$ cat src/hdl/quaternion_to_rotation_matrix_unit_macros.svh
// Assertion helpers for the RTL file that checks itself.
`ifndef QUATERNION_TO_ROTATION_MATRIX_UNIT_MACROS_SVH
`define QUATERNION_TO_ROTATION_MATRIX_UNIT_MACROS_SVH

// Same-cycle implication, gated by reset.
`define QRM_ASSERT_IMP(label, ante, cons) \
    label: assert property (@(posedge clk) disable iff (!rst_n) (ante) |-> (cons)) \
        else $error("assertion failed");

// Next-cycle implication, gated by reset.
`define QRM_ASSERT_NEXT(label, ante, cons) \
    label: assert property (@(posedge clk) disable iff (!rst_n) (ante) |=> (cons)) \
        else $error("assertion failed");

`endif

$ cat src/hdl/qrm_pkg.sv
package qrm_pkg;

    localparam int IN_W     = 16;
    localparam int OUT_W    = 16;
    localparam int OUT_FRAC = OUT_W - 2;
    localparam int PROD_W   = 2 * IN_W;
    localparam int NORM_W   = 2 * IN_W + 1;
    localparam int SUM_W    = PROD_W + 3;
    localparam int STEPS    = OUT_W;
    localparam int N_ELEM   = 9;

    localparam logic signed [OUT_W-1:0] ONE_Q = OUT_W'(1) <<< OUT_FRAC;
    localparam logic signed [OUT_W-1:0] MAX_Q = {1'b0, {(OUT_W-1){1'b1}}};
    localparam logic signed [OUT_W-1:0] MIN_Q = {1'b1, {(OUT_W-1){1'b0}}};

    // Lane order matches the result fields.
    localparam int E_M00 = 0;
    localparam int E_M10 = 1;
    localparam int E_M20 = 2;
    localparam int E_M01 = 3;
    localparam int E_M11 = 4;
    localparam int E_M21 = 5;
    localparam int E_M02 = 6;
    localparam int E_M12 = 7;
    localparam int E_M22 = 8;

    typedef struct packed {
        logic signed [IN_W-1:0] quat_x;
        logic signed [IN_W-1:0] quat_y;
        logic signed [IN_W-1:0] quat_z;
        logic signed [IN_W-1:0] quat_w;
    } quat_t;

    typedef struct packed {
        logic signed [OUT_W-1:0] m00;
        logic signed [OUT_W-1:0] m10;
        logic signed [OUT_W-1:0] m20;
        logic signed [OUT_W-1:0] m01;
        logic signed [OUT_W-1:0] m11;
        logic signed [OUT_W-1:0] m21;
        logic signed [OUT_W-1:0] m02;
        logic signed [OUT_W-1:0] m12;
        logic signed [OUT_W-1:0] m22;
        logic                    zero_norm;
    } rot_t;

endpackage

$ cat src/hdl/qrm_div.sv
// Pipelined restoring divider: round(num * 2^OUT_FRAC / norm), one bit per stage.
module qrm_div (
    input  logic                            clk,
    input  logic                            en,
    input  logic                            num_neg,
    input  logic [qrm_pkg::NORM_W-1:0]      num_mag,
    input  logic [qrm_pkg::NORM_W-1:0]      norm,
    output logic [qrm_pkg::OUT_W-1:0]       q_out,
    output logic                            neg_out
);

    localparam int NW = qrm_pkg::NORM_W;
    localparam int QW = qrm_pkg::OUT_W;
    localparam int ST = qrm_pkg::STEPS;

    logic [NW-1:0] rem_reg  [ST-1];
    logic [NW-1:0] norm_reg [ST-1];
    logic [QW-1:0] q_reg    [ST];
    logic          neg_reg  [ST];

    for (genvar k = 0; k < ST; k++)
    begin : g_step
        logic [NW:0]   rem_in;
        logic [NW-1:0] n_cur;
        logic [NW:0]   diff;
        logic          ge;
        logic [QW-1:0] q_next;
        logic          neg_next;

        if (k == 0)
        begin : g_first
            assign rem_in   = {1'b0, num_mag};
            assign n_cur    = norm;
            assign neg_next = num_neg;
            assign q_next   = QW'(ge);
        end
        else
        begin : g_rest
            assign rem_in   = {rem_reg[k-1], 1'b0};
            assign n_cur    = norm_reg[k-1];
            assign neg_next = neg_reg[k-1];
            if (k == ST - 1)
            begin : g_round
                // final bit rounds half away from zero
                assign q_next = q_reg[k-1] + QW'(ge);
            end
            else
            begin : g_mid
                assign q_next = {q_reg[k-1][QW-2:0], ge};
            end
        end

        assign diff = rem_in - {1'b0, n_cur};
        assign ge   = (rem_in >= {1'b0, n_cur});

        always_ff @(posedge clk)
        begin
            if (en)
            begin
                q_reg[k]   <= q_next;
                neg_reg[k] <= neg_next;
            end
        end

        if (k < ST - 1)
        begin : g_rem
            always_ff @(posedge clk)
            begin
                if (en)
                begin
                    rem_reg[k]  <= ge ? diff[NW-1:0] : rem_in[NW-1:0];
                    norm_reg[k] <= n_cur;
                end
            end
        end
    end

    assign q_out   = q_reg[ST-1];
    assign neg_out = neg_reg[ST-1];

endmodule

$ cat config.mk
export PLATFORM = sky130hd
export DESIGN_NAME = qrm_div
export DESIGN_NICKNAME = d
export VERILOG_FILES = /design/src/hdl/quaternion_to_rotation_matrix_unit_macros.svh /design/src/hdl/qrm_pkg.sv /design/src/hdl/qrm_div.sv
export SDC_FILE = /design/constraint.sdc
export NUM_CORES = 2
export LEC_CHECK = 0
export BUFFER_PORTS_ARGS = -buffer_cell sky130_fd_sc_hd__buf_2
export CORE_ASPECT_RATIO = 1.2
export CORE_UTILIZATION = 55
export DETAILED_ROUTE_END_ITERATION = 7
export PLACE_DENSITY = 0.71
export SETUP_SLACK_MARGIN = 0.15
export SYNTH_ARGS = -nofsm -noshare
export SYNTH_HDL_FRONTEND = slang
export SYNTH_SLANG_ARGS = --single-unit
export TNS_END_PERCENT = 5
$ cat constraint.sdc
create_clock -name clk -period 5 [get_ports clk]
set_input_delay 0.5 -clock clk [delete_from_list [all_inputs] [get_ports clk]]
set_output_delay 0.5 -clock clk [all_outputs]
set_load 0.01 [all_outputs]
### Yosys cells after proc, flatten, opt, wreduce, memory -nomap -nowiden

Memories as Yosys holds them, arrays and structs flattened.
Cells that the tools add are included.

* add/subtract/negate cells: 16
* order comparisons: 16
* muxes and demuxes: 17

Operators by type and width (number)
* 34-bit by 33-bit >= comparator with 1-bit output: 15
* 33-bit 2-to-1 mux: 15
* 33-bit subtractor: 15
* 33-bit >= comparator: 1
* 16-bit by 1-bit adder with 16-bit output: 1
* 1-bit 2-to-1 mux: 2

* register bits: 0
* memory bits (writable): 1262
* input port bits: 69
* output and inout bits: 17
* memories: 4

Memory list
* norm_reg: depth 15, bits a word 33, rd ports 15, clocked after Yosys merged registers in 0, wr ports 15, RTL line qrm_div.sv:17 `logic [NW-1:0] norm_reg [ST-1];`
* rem_reg: depth 15, bits a word 33, rd ports 15, clocked after Yosys merged registers in 0, wr ports 15, RTL line qrm_div.sv:16 `logic [NW-1:0] rem_reg [ST-1];`
* q_reg: depth 16, bits a word 16, rd ports 16, clocked after Yosys merged registers in 0, wr ports 16, RTL line qrm_div.sv:18 `logic [QW-1:0] q_reg [ST];`
* neg_reg: depth 16, bits a word 1, rd ports 16, clocked after Yosys merged registers in 0, wr ports 16, RTL line qrm_div.sv:19 `logic neg_reg [ST];`

### Depth between registers and ports, before layout

An unclocked memory read counts as a cell.

* depth after elaboration: 3
* depth in mapped cells: 17
* depth with buffers taken out: 17

### Worst setup path after synthesis

OpenSTA, ideal clock, no wires.

* path kind: register -> register
* from: mem rem_reg[1][67] in the netlist's numbering
* to: mem rem_reg[1][115] in the netlist's numbering, data pin
* setup time: 0.260 ns
* data arrival time: 3.178 ns
* required time: 4.740 ns
* slack: 1.562 ns
* stages on the path, launching flop included: 13
* path buffers: 1
* clock period less this slack: 3.438 ns
* cells stage by stage: edfxtp_1 ha_1 nor2b_1 o31ai_4 a21oi_1 or4_1 a21oi_2 o21ai_2 a31oi_1 o21bai_1 a41oi_2 buf_4 mux2_2

RTL lines (RTL line)
* from (decl): qrm_div.sv:16

==> flow_results.org <==
** Placement
- Global placer's final weighted congestion :: approximately 1
- Inst Count DP :: 7799
- Worst slack at placement :: ~0.67 ns
- After detailed placement, the total cell area comes to between 0.07 and 0.08 sq mm.
- Input and output buffers added on the ports amount to 85.
- The HPWL after detailed placement is around 130000 um.

** STA
- Final count of hold timing violations :: 0
- Slew Limit Fails :: 0
- Final min period :: around 4.5 ns
- Slew headroom :: 0.287
- For the final routed database, the setup TNS stands at 0 ns.
- Final worst path period share :: 0.891
- Final critical-path setup slack :: about 0.54 ns
- Setup-violating endpoint count in the final report :: 0
- Worst-Margin Slew :: about 1.1 ns
- Fmax :: approximately 220 MHz
- Hold is met by 0.0761 ns.
- Worst Clk Skew :: 0.0253 ns
- Setup repair after global routing left no endpoint under its margin.

** Worst hold path
- Counting instances, the worst hold path has a depth of 2.
- Worst Min Path Start :: num_mag[14]
- Worst min-delay path category :: primary input to flop
- For hold timing, the worst endpoint is rem_reg[0][14].

** GRT
- The layer flagged by global routing as most heavily used is met2.
- The number of antenna violations at the first check in global routing is 1.
- Total global routing track utilization :: 0.260
- Number of global-route vias before repair :: around 48000
- Met1 Use GR :: 0.222
- In the global route stage, met3 resource usage came out at 0.0298.
- Gr ovfl total :: 0
- Entering global routing, the biggest net connects 129 pins.
- Wire length of the first global-routing pass :: about 250000 um
- In the global route stage, met2 resource usage came out at 0.518.

** Clock network
- Bufs on Longest Clock Path :: 3
- The tree is rooted in a sky130_fd_sc_hd__clkbuf_16.
- For this design, the sink count on the clock tree is 1142.
- TritonCTS built the clock tree.
- Clk slew on worst S/H paths :: 0.06 ns
- Number of buffers inserted during clock tree synthesis :: about 120
- For the worst-skew pair, the clock arrives at the later sink with an insertion delay of roughly 0.75 ns.
- The clock tree synthesis step divided the H-tree into 3 levels.
- Post-CTS timing repair inserted 0 buffers for setup.

** Routing
- WL per Instance :: between 20 and 25 um
- Vias post-DR :: about 47000
- In this run, the number of DRC markers left after iteration 0 of detailed routing was between 2000 and 3000.
- Residual antenna-violating net count after detailed routing :: 0
- After detailed routing, the total wire length is 162000 um.
- Post-DR vias/cell :: 5.79
- DRC :: 0
- The pre-antenna-repair detailed-routing pass consisted of 6 iterations.

** Critical path
- Crit path top cell by count :: sky130_fd_sc_hd__o21a_1
- In this run the critical register-to-register path is captured at q_reg[15][14].
- Cell depth of the worst flop-to-flop path :: 16
- The worst setup path is captured at a flop.
- STA classifies the critical path startpoint as a flop.
- In this run the register-to-register setup slack is between 0.5 and 0.6 ns.
- Cell-by-cell listing of the critical path :: ha_1 -> nor2b_1 -> o21a_1 -> o21a_1 -> o21a_1 -> o21ai_0 -> a21oi_1 -> o2111ai_1 -> a31oi_1 -> nor4_1 -> nor3_1 -> ha_1 -> and3_1 -> and3_1 -> nand3_1 -> xnor2_1
- In this run the critical register-to-register path is launched from rem_reg[1][198].
- Worst path required time :: 5.49 ns
- In this run the worst path has a maximum fanout of 4.
- The critical path is of the flop to flop type.
- Worst path max stage delay :: between 0.5 and 0.6 ns
- STA puts the critical path data arrival time at 4.95 ns.
- Max stage delay cell, worst path :: sky130_fd_sc_hd__nor3_1

** Yosys
- Sequential cell area fraction in the yosys report :: 0.504
- Post-Synthesis Cell Area :: around 0.068 sq mm
- Of all flip-flops after synthesis, the portion carrying an async set or reset was 0.
- Counting every instance in the synthesized netlist gives approximately 6100.
- Synth Flop Type :: sky130_fd_sc_hd__edfxtp_1
- The share of synthesized area in the top cell type comes to 0.504.
- Avg Inst Size Synth :: 11.1 sq um
- Count of different cell masters after synthesis :: slightly above 90
- List of most frequent post-synthesis cells :: sky130_fd_sc_hd__edfxtp_1, sky130_fd_sc_hd__inv_1, sky130_fd_sc_hd__ha_1
- In this run, synthesis produced a sequential element count of roughly 1100.
- Cell with the most instances after synthesis :: sky130_fd_sc_hd__edfxtp_1
- Count of synthesis-stage warnings from yosys :: 0
- Summed over all instances, the cell type with the most area after synthesis is sky130_fd_sc_hd__edfxtp_1.
- Cell types with the largest area share after synthesis :: sky130_fd_sc_hd__edfxtp_1, sky130_fd_sc_hd__ha_1, sky130_fd_sc_hd__mux2_2, sky130_fd_sc_hd__a21oi_1, sky130_fd_sc_hd__inv_1
- Counting every net in the synthesized netlist gives a little under 7000.
- The synthesized design contains about 1100 enable-type register cells.

** Cells and area
- End-of-flow core utilization :: 0.610
- Post-synthesis to final-layout area growth :: 10.3%
- Number of fillers in the final layout :: ~10000
- Diode count :: 0
- Post-Layout Cell Count :: 8055
- Number of nets in the final layout :: about 6900
- Summing all non-filler instances in the final layout gives an area of 0.0750 sq mm.
- Fraction of layout instances using a drive strength above 1 :: 0.107

** Die
- X dimension of the die :: approximately 320 um
- Pin placement for this block handled between 80 and 90 I/O pins.
- The core region is 0.123 sq mm.
- Effective utilization at floorplan :: 0.553
- The floorplan step defined a die boundary enclosing 0.125 sq mm.
- The floorplan has about 140 rows.
- Die Span Y :: about 390 um

** Job
- Max Cap Violations :: 0

** Status
- The run finished with clean final reports.

** Pwr
- Power density relative to cell area :: approximately 640 mW/mm^2
- Total Power :: 48.3 mW
- Across the VDD grid, the largest voltage drop is between 0.3 and 0.4 mV.
- Leakage power of the design :: 31.0 nW
-- where the power goes --
group	switching (mW)	leakage (nW)	internal [mW]	total [mW]
registers	1.63	11.2	14.4	16.0
clock network	3.78	1.92	5.21	8.99
logic	12.9	17.9	10.4	23.3
total	18.3	31.0	30.0	48.3
-- kinds of logic (layout without fill, tap and decap cells) --
kind of cell / count (synthesis) / count (layout) / share of synthesized area
adders and majority gates: 544 / 544 / 0.102
buffers and inverters: 808 / 1076 / 0.0460
muxes: 307 / 307 / 0.0520
DFF: 1142 / 1142 / 0.504
xor gates and xnor gates: 425 / 425 / 0.0547
AOI/OAI and AO/OA: 1622 / 1622 / 0.151
and+or+nand+nor: 1295 / 1295 / 0.0909
-- what timing repair did --
action | in CTS | in global routing
hold endpoints to repair | 34 | 0
hold buffers | 34 | 0
resized for setup | 0 | 0
-- layout by cell type, fill, tap and decap left out, types with 34 or more instances in the layout --
cell | netlist | layout
sky130_fd_sc_hd__edfxtp_1 | 1142 | 1142
sky130_fd_sc_hd__o21a_1 | 72 | 72
sky130_fd_sc_hd__nand2_1 | 402 | 401
sky130_fd_sc_hd__buf_2 | 26 | 84
sky130_fd_sc_hd__nor2b_1 | 86 | 86
sky130_fd_sc_hd__xnor2_1 | 260 | 260
sky130_fd_sc_hd__mux2_2 | 262 | 262
sky130_fd_sc_hd__nand3_1 | 97 | 97
sky130_fd_sc_hd__o21ai_0 | 367 | 367
sky130_fd_sc_hd__nor3_1 | 64 | 64
sky130_fd_sc_hd__o31ai_1 | 46 | 46
sky130_fd_sc_hd__and3_1 | 45 | 45
sky130_fd_sc_hd__a21oi_1 | 506 | 504
sky130_fd_sc_hd__buf_4 | 7 | 57
sky130_fd_sc_hd__a31oi_1 | 54 | 53
sky130_fd_sc_hd__a21o_1 | 236 | 236
sky130_fd_sc_hd__clkbuf_16 | 0 | 118
sky130_fd_sc_hd__dlygate4sd3_1 | 0 | 34
sky130_fd_sc_hd__nand2b_1 | 56 | 56
sky130_fd_sc_hd__inv_1 | 660 | 660
sky130_fd_sc_hd__a211oi_1 | 48 | 48
sky130_fd_sc_hd__nor2_1 | 320 | 320
sky130_fd_sc_hd__o21bai_1 | 58 | 58
sky130_fd_sc_hd__ha_1 | 529 | 529
sky130_fd_sc_hd__nand4_1 | 85 | 85
sky130_fd_sc_hd__xor2_1 | 165 | 165
-- worst max-delay path, delay by kind of cell (launching register included) --
kind	cells	cell delay, ns
AOI/OAI and AO/OA	7	1.50
xor gates and xnor gates	1	0.16
adders and majority gates	2	0.63
DFF	1	0.37
and+or+nand+nor	6	1.56
-- final cells by class --
type	instances	area, sq um	share of cell area
Sequential cell	1142	34300	0.457
Multi-Input combinational cell	4193	30700	0.409
Clock buffer	136	3020	0.0403
Inverter	660	2480	0.0330
Tap cell	1644	2060	0.0274
Timing Repair Buffer	194	1560	0.0208
Clock inverter	86	918	0.0122
-- how the worst max path moves through the flow --
stage / startpoint / end / slack [ns] / cells after the start
3_5_place_dp: rem_reg[0][7] / rem_reg[0][36] / 0.67 / 13
5_1_grt: rem_reg[1][198] / q_reg[15][14] / 0.31 / 16
2_1_floorplan: rem_reg[1][67] / rem_reg[1][115] / 1.56 / 12
6_report: rem_reg[1][198] / q_reg[15][14] / 0.54 / 16
4_1_cts: rem_reg[0][7] / rem_reg[0][36] / 0.67 / 13
3_3_place_gp: rem_reg[1][198] / q_reg[15][14] / 0.70 / 16
-- routing by layer --
layer  vias to the layer above  wire [um]
li1                      22900          -
met2                      1117      90900
met5                         -         11
met3                       517       4970
met4                         2      15300
met1                     22100      51300
(Power assumes the default switching activity.)
